$ cat src/hdl/assert_macros.svh
// Assertion macros used by the days-between-dates unit.
// Each macro checks an implication on the rising clock edge, outside reset.
`ifndef ASSERT_MACROS_SVH
`define ASSERT_MACROS_SVH

// Same-cycle implication: when a holds, c holds too.
`define ASSERT_IMPL(lbl, clk, rst_n, a, c) \
    lbl: assert property (@(posedge clk) disable iff (!rst_n) (a) |-> (c)) \
    else $error("assertion failed");

// Next-cycle implication: when a holds, c holds in the following cycle.
`define ASSERT_NEXT(lbl, clk, rst_n, a, c) \
    lbl: assert property (@(posedge clk) disable iff (!rst_n) (a) |=> (c)) \
    else $error("assertion failed");

`endif

$ cat src/hdl/gdb_pkg.sv
// Shared widths, constants and calendar tables for the days-between-dates unit.
// No dependencies.
package gdb_pkg;

    localparam int YEAR_W   = 14;
    localparam int MONTH_W  = 4;
    localparam int DAY_W    = 5;
    localparam int COUNT_W  = 22;
    localparam int DNUM_W   = 23;              // day number of any 14-bit year
    localparam int DIV_IN_W = YEAR_W + 1;      // dividend of the divide-by-100 unit
    localparam int QUOT_W   = 8;               // quotient by 100 of a dividend up to 16482
    localparam int RECIP_W  = 14;
    localparam int RECIP_SHIFT = 20;
    localparam logic [RECIP_W-1:0] RECIP_100 = 14'd10486;   // ceil(2^20 / 100)
    localparam logic [COUNT_W-1:0] COUNT_MAX = '1;

    localparam logic [MONTH_W-1:0] MONTH_JAN = 4'd1;
    localparam logic [MONTH_W-1:0] MONTH_FEB = 4'd2;
    localparam logic [MONTH_W-1:0] MONTH_DEC = 4'd12;

    // Days in the year before the first of month m; zero for invalid codes.
    function automatic logic [8:0] days_before_month(input logic [MONTH_W-1:0] m);
        logic [8:0] v;
        case (m)
            4'd1:    v = 9'd0;
            4'd2:    v = 9'd31;
            4'd3:    v = 9'd59;
            4'd4:    v = 9'd90;
            4'd5:    v = 9'd120;
            4'd6:    v = 9'd151;
            4'd7:    v = 9'd181;
            4'd8:    v = 9'd212;
            4'd9:    v = 9'd243;
            4'd10:   v = 9'd273;
            4'd11:   v = 9'd304;
            4'd12:   v = 9'd334;
            default: v = 9'd0;
        endcase
        return v;
    endfunction

    // Length of month m; zero for invalid codes.
    function automatic logic [DAY_W-1:0] month_length(input logic [MONTH_W-1:0] m,
                                                      input logic leap);
        logic [DAY_W-1:0] v;
        case (m)
            4'd1, 4'd3, 4'd5, 4'd7, 4'd8, 4'd10, 4'd12: v = 5'd31;
            4'd4, 4'd6, 4'd9, 4'd11:                    v = 5'd30;
            4'd2:    v = leap ? 5'd29 : 5'd28;
            default: v = 5'd0;
        endcase
        return v;
    endfunction

endpackage

$ cat src/hdl/gregorian_days_between_dates_unit.sv
// Days between two Gregorian dates, from per-date day numbers.
// The sequencer walks each date in turn through the shared divider, ST_Q0 to ST_LEAP, then
// ST_DIFF registers the count and raises o_done; start is taken only in ST_IDLE, so a new
// pair of dates waits until the last is done. busy is high while the sequencer is not idle.
// Synchronous active-low reset returns the sequencer to idle with no result pending.
`include "assert_macros.svh"

module gregorian_days_between_dates_unit (
    input  logic                        i_clk,
    input  logic                        i_rst_n,
    input  logic                        start,
    output logic                        busy,
    input  logic [gdb_pkg::YEAR_W-1:0]  i_start_year,
    input  logic [gdb_pkg::MONTH_W-1:0] i_start_month,
    input  logic [gdb_pkg::DAY_W-1:0]   i_start_day,
    input  logic [gdb_pkg::YEAR_W-1:0]  i_end_year,
    input  logic [gdb_pkg::MONTH_W-1:0] i_end_month,
    input  logic [gdb_pkg::DAY_W-1:0]   i_end_day,
    output logic                        o_done,
    output logic [gdb_pkg::COUNT_W-1:0] o_day_count,
    output logic                        o_bad_date
);
    import gdb_pkg::*;

    typedef enum logic [2:0] {
        ST_IDLE,
        ST_Q0,
        ST_Q1,
        ST_Q2,
        ST_Q3,
        ST_LEAP,
        ST_DIFF
    } t_state;

    t_state              r_state;
    logic                r_busy;
    logic                r_done;
    logic                r_side;
    logic                r_bad;
    logic                r_c100;
    logic [YEAR_W-1:0]   r_sy, r_ey;
    logic [MONTH_W-1:0]  r_sm, r_em;
    logic [DAY_W-1:0]    r_sd, r_ed;
    logic [DNUM_W-1:0]   r_acc;
    logic [DNUM_W-1:0]   r_a;
    logic [COUNT_W-1:0]  r_count;

    logic [YEAR_W-1:0]   y;
    logic [MONTH_W-1:0]  m;
    logic [DAY_W-1:0]    d;
    logic [DIV_IN_W-1:0] y99, y399, y3;
    logic [DIV_IN_W-1:0] div_x;
    logic [QUOT_W-1:0]   q;
    logic [DIV_IN_W-1:0] q_x100;
    logic                leap;
    logic [DAY_W-1:0]    mlen;
    logic                date_ok;
    logic [DNUM_W-1:0]   n_acc_base;
    logic [DNUM_W-1:0]   n_acc_leap;
    logic [DNUM_W-1:0]   diff;

    assign y = r_side ? r_ey : r_sy;
    assign m = r_side ? r_em : r_sm;
    assign d = r_side ? r_ed : r_sd;

    assign y99  = DIV_IN_W'(y) + DIV_IN_W'(99);
    assign y399 = DIV_IN_W'(y) + DIV_IN_W'(399);
    assign y3   = DIV_IN_W'(y) + DIV_IN_W'(3);

    // Operand sequence per date: y+99, (y+399)/4, y, y/4; each quotient is registered and used by the next state.
    always_comb begin
        case (r_state)
            ST_Q0:   div_x = y99;
            ST_Q1:   div_x = DIV_IN_W'(y399[DIV_IN_W-1:2]);
            ST_Q3:   div_x = DIV_IN_W'(y[YEAR_W-1:2]);
            default: div_x = DIV_IN_W'(y);
        endcase
    end

    gdb_div100 u_div (
        .i_clk (i_clk),
        .i_x   (div_x),
        .o_q   (q)
    );

    assign q_x100 = DIV_IN_W'(q) * DIV_IN_W'(100);

    // In ST_LEAP, q is (y/4)/100 and r_c100 says y is a multiple of 100.
    assign leap = (y[1:0] == 2'b00) &&
                  (!r_c100 || (q_x100 == DIV_IN_W'(y[YEAR_W-1:2])));
    assign mlen = month_length(m, leap);
    assign date_ok = (m >= MONTH_JAN) && (m <= MONTH_DEC) &&
                     (d != '0) && (d <= mlen);

    assign n_acc_base = DNUM_W'(y) * DNUM_W'(365) + DNUM_W'(y3[DIV_IN_W-1:2]);
    assign n_acc_leap = r_acc + DNUM_W'(days_before_month(m)) + DNUM_W'(d)
                      - DNUM_W'(1) + DNUM_W'((m > MONTH_FEB) && leap);

    assign diff = r_acc - r_a;

    always_ff @(posedge i_clk) begin
        if (!i_rst_n) begin
            r_state <= ST_IDLE;
            r_busy  <= 1'b0;
            r_done  <= 1'b0;
            r_side  <= 1'b0;
            r_bad   <= 1'b0;
        end else begin
            r_done <= 1'b0;
            case (r_state)
                ST_IDLE: begin
                    if (start) begin
                        r_sy    <= i_start_year;
                        r_sm    <= i_start_month;
                        r_sd    <= i_start_day;
                        r_ey    <= i_end_year;
                        r_em    <= i_end_month;
                        r_ed    <= i_end_day;
                        r_side  <= 1'b0;
                        r_bad   <= 1'b0;
                        r_busy  <= 1'b1;
                        r_state <= ST_Q0;
                    end
                end
                ST_Q0: begin
                    r_acc   <= n_acc_base;
                    r_state <= ST_Q1;
                end
                ST_Q1: begin
                    r_acc   <= r_acc - DNUM_W'(q);
                    r_state <= ST_Q2;
                end
                ST_Q2: begin
                    r_acc   <= r_acc + DNUM_W'(q);
                    r_state <= ST_Q3;
                end
                ST_Q3: begin
                    r_c100  <= (q_x100 == DIV_IN_W'(y));
                    r_state <= ST_LEAP;
                end
                ST_LEAP: begin
                    r_bad <= r_bad | !date_ok;
                    if (!r_side) begin
                        r_a     <= n_acc_leap;
                        r_side  <= 1'b1;
                        r_state <= ST_Q0;
                    end else begin
                        r_acc   <= n_acc_leap;
                        r_state <= ST_DIFF;
                    end
                end
                ST_DIFF: begin
                    if (r_bad || (r_a >= r_acc)) begin
                        r_count <= '0;
                    end else if (diff > DNUM_W'(COUNT_MAX)) begin
                        r_count <= COUNT_MAX;
                    end else begin
                        r_count <= diff[COUNT_W-1:0];
                    end
                    r_done  <= 1'b1;
                    r_busy  <= 1'b0;
                    r_state <= ST_IDLE;
                end
                default: begin
                    r_busy  <= 1'b0;
                    r_state <= ST_IDLE;
                end
            endcase
        end
    end

    assign busy        = r_busy;
    assign o_done      = r_done;
    assign o_day_count = r_count;
    assign o_bad_date  = r_bad;

    `ASSERT_NEXT(a_start_sets_busy, i_clk, i_rst_n, start && !busy, busy && !o_done)
    `ASSERT_IMPL(a_done_not_busy, i_clk, i_rst_n, o_done, !busy && (r_state == ST_IDLE))
    `ASSERT_IMPL(a_bad_gives_zero, i_clk, i_rst_n, o_done && o_bad_date, o_day_count == '0)
    `ASSERT_IMPL(a_busy_matches_seq, i_clk, i_rst_n, busy, r_state != ST_IDLE)

endmodule

$ cat src/hdl/gdb_div100.sv
// Shared divide-by-100 unit: reciprocal multiply with a registered quotient.
// Depends on gdb_pkg.
module gdb_div100 (
    input  logic                         i_clk,
    input  logic [gdb_pkg::DIV_IN_W-1:0] i_x,
    output logic [gdb_pkg::QUOT_W-1:0]   o_q
);
    import gdb_pkg::*;

    localparam int PROD_W = DIV_IN_W + RECIP_W;

    logic [PROD_W-1:0] prod;
    logic [QUOT_W-1:0] r_q;

    // Exact for dividends below 43690, above the 15-bit range; o_q keeps quotients below 256.
    assign prod = PROD_W'(i_x) * PROD_W'(RECIP_100);

    always_ff @(posedge i_clk) begin
        r_q <= prod[RECIP_SHIFT +: QUOT_W];
    end

    assign o_q = r_q;

endmodule
$ cat config.mk
export PLATFORM = sky130hd
export DESIGN_NAME = gregorian_days_between_dates_unit
export DESIGN_NICKNAME = d
export VERILOG_FILES = /design/src/hdl/gdb_pkg.sv /design/src/hdl/gregorian_days_between_dates_unit.sv /design/src/hdl/gdb_div100.sv
export VERILOG_INCLUDE_DIRS = /design/src /design/src/hdl
export SDC_FILE = /design/constraint.sdc
export NUM_CORES = 1
export LEC_CHECK = 0
export BUFFER_PORTS_ARGS = -buffer_cell sky130_fd_sc_hd__buf_2
export CAP_MARGIN = 20
export CORE_UTILIZATION = 45
export CTS_CLUSTER_DIAMETER = 150
export DETAILED_ROUTE_END_ITERATION = 10
export GPL_TIMING_DRIVEN = 0
export HOLD_SLACK_MARGIN = 0.1
export SLEW_MARGIN = 40
export SYNTH_ARGS = -nofsm -noshare
export SYNTH_HDL_FRONTEND = slang
export SYNTH_SLANG_ARGS = --single-unit
$ cat constraint.sdc
create_clock -name i_clk -period 9.95 [get_ports i_clk]
set_clock_uncertainty 0.05 [all_clocks]
set_input_delay 2.4875 -clock i_clk [delete_from_list [all_inputs] [get_ports i_clk]]
set_output_delay 2.4875 -clock i_clk [all_outputs]
set_load 0.1 [all_outputs]
==> reports/metrics.cfg <==
[worst_hold_path]
hold_path.class = reg -> reg
hp-start = busy$_SDFFE_PN0P_

[timing]
layout_min_cycle_time_ns = 8.95
slew_viol_final = 0
timing.hold.ws_ns = 0.501
fin_tns_setup_ns = 0
clock.fmax_ghz = 0.112
max-slew-margin-rel_pct = 41.1
tightest_slew_ns = 0.876
setup_viol = 0
fin_crit_sh_pct = 90.0
hold_violations = 0
rsz0062_at_grt = no

[worst_setup_path]
crit_path_end_kind = register
cp.arrival_ns = 9.20
worstSetupStartpointType = register
r2r_slack_ns = 1.0
worstSetupStartpoint = r_side$_SDFFE_PN0P_
required_ns = 10.20
slowest_stage = a2111oi_1
crit_fanout = 10
r2r-start = r_side$_SDFFE_PN0P_
cp_slowest_stage_delay_ns = 0.66
crit_type = reg -> reg
crit_path_frequent_cell = inv_1

[synth]
synth_seq_cells = 130
syn_area_per_cell_um2 = 9.53
synth-seq-area-share_pct = 21.5
syn_area_um2 = 17500
synth_top_area_share_pct = 22.0
yosysMostFrequentCell = inv_1
ys_async_sr_fraction_pct = 0
synth-main-ff-cell = edfxtp_1
synth.area.top_cells = ha_1 22%, edfxtp_1 20%, fa_1 15%
yosys_warnings = 0
synthTopCellsByCount = 331 x inv_1, 308 x ha_1, 132 x fa_1, 122 x a21oi_1, 115 x edfxtp_1
synth.distinct_cells = 79
synth_top_area_cell = ha_1
syn_inst = 1835
synth_nets = 2324
synth_edf_count = 115

[route]
avgRoutedWirePerCell_um = 17.8
drc = 0
antenna_left = 0
vias = 13470
drtIter0Drc = 1024
wirelength_mm = 43.8
vias_per_cell = 5.48
firstDrtPassIters = 5

[global_route]
gr-total-overflow = 0
antenna_found_initial = 0
grt_max_degree = 47
grt_use_total_pct = 22.9
first_global_vias = 13309
grt_pass1_wl_mm = 70.2

[die]
rows = 71
dieArea_um2 = 39600
die_w_um = 199
start_util_pct = 46.1
die_h_um = 199
pin_count = 74
fp.coreArea_um2 = 37900

[clock_network]
insertion_delay_ns = 0.43
ctsResizeCount = 0
cts_buffer_depth = 2
cts_root_buf = clkbuf_16
clock_sinks = 130
cts.reportedPaths.clkPinSlew_ns = 0.06
numCtsBuffers = 17
cts_hold_buf = 0
tritoncts = done
htree_levels = 4
post_cts.repair.setup_buffers = 0

[placed_design]
dp.cells = 2427
routabilityCongestion = 0.915
hpwlAfterDp_mm = 36.9
placement.io_buffers = 73

[finish]
n_antenna_cell = 0
fin_nets = 2424
drive_above_1_share_pct = 8.42
synthToLayoutAreaGrowth_pct = 9.58
ff_latch_area_um2 = 3750
nFillCells = 3650
layout.cells.non_filler = 2458
multiInputGateArea_um2 = 12300

[run_status]
status = complete, no violations

[flow_run]
cap_viol_max_count = 0

state kept, by name, summed over array words and instances (netlist names):
register	flops
r_side	1
r_sy	14
o_day_count	22
r_ey	14
r_ed	5
o_bad_date	1
r_acc	23
busy	1
o_done	1
r_state	3
r_em	4
r_c100	1
r_a	23
r_sd	5
r_sm	4
u_div.o_q	8
final cells by class:
type | instances | share of cell area [%]
buffer | 38 | 0.921
clock buffer | 20 | 2.28
clock inverter | 11 | 0.686
inverter | 339 | 6.65
multi-input combinational | 1328 | 64.4
sequential | 130 | 19.6
tap | 511 | 3.34
timing repair buffer | 81 | 2.16
worst paths after layout:
path / cells past startpoint / endpoint
setup reg to reg: 34 / u_div.o_q[7]$_DFF_P_
hold / removal: 2 / busy$_SDFFE_PN0P_
hold reg to reg: 2 / busy$_SDFFE_PN0P_
setup / recovery: 34 / u_div.o_q[7]$_DFF_P_
per-stage QoR:
step           worst slack (ns)  utilization [%]  area [um2]
3_3_place_gp              0.878             48.7       18500
4_1_cts                   0.912             50.5       19200
6_report                  0.998             50.5       19200
3_5_place_dp              0.960             49.0       18600
5_1_grt                   0.507             50.5       19200
2_1_floorplan              2.77                -       17500
routing by layer:
metal  GRT usage [%]  up-vias  wire [um]  share of wire, %
li1                -     6569          -                 -
met1            32.9     6532      21500                49
met2            36.1      318      19700                45
met3            2.75       51       1640               3.8
met4            6.41        0        916               2.1
met5               0        -          0                 0
layout by cell type (no fill, tap or decap), types with 16 or more instances in the layout:
master,instances
a21o_1,35
xor2_1,35
a21oi_1,122
nor2_1,86
xnor2_1,108
clkbuf_1,27
nand3_1,25
ha_1,308
a22oi_1,19
nor3_1,28
clkbuf_16,17
nand2_1,78
a211oi_1,16
o21a_1,18
edfxtp_1,115
buf_2,87
o21ai_0,63
inv_1,331
fa_1,132
a31oi_1,18
critical path, delay by kind of cell (launching register included):
kind | cells | cell delay, ns
flip-flops | 1 | 0.32
XOR/XNOR | 2 | 0.29
adder cells (fa/ha/maj) | 7 | 2.81
multiplexers | 1 | 0.49
AND/OR/NAND/NOR | 3 | 0.44
AO/OA/AOI/OAI | 12 | 3.10
buffers and inverters | 9 | 1.30
cells by family (layout without fill, tap and decap cells):
logic type / Yosys count / in the layout / synth area share, %
and+or+nand+nor: 312 / 312 / 8.66
AOI/OAI and AO/OA: 404 / 404 / 15.2
xor gates and xnor gates: 143 / 143 / 7.16
buffers and inverters: 377 / 489 / 8.30
muxes: 29 / 29 / 2.09
adders and majority gates: 440 / 440 / 37.2
DFF: 130 / 130 / 21.5
Power is left out: the tool's default activity adds up to more than one toggle a clock period on the data nets, which glitch-free logic cannot reach.
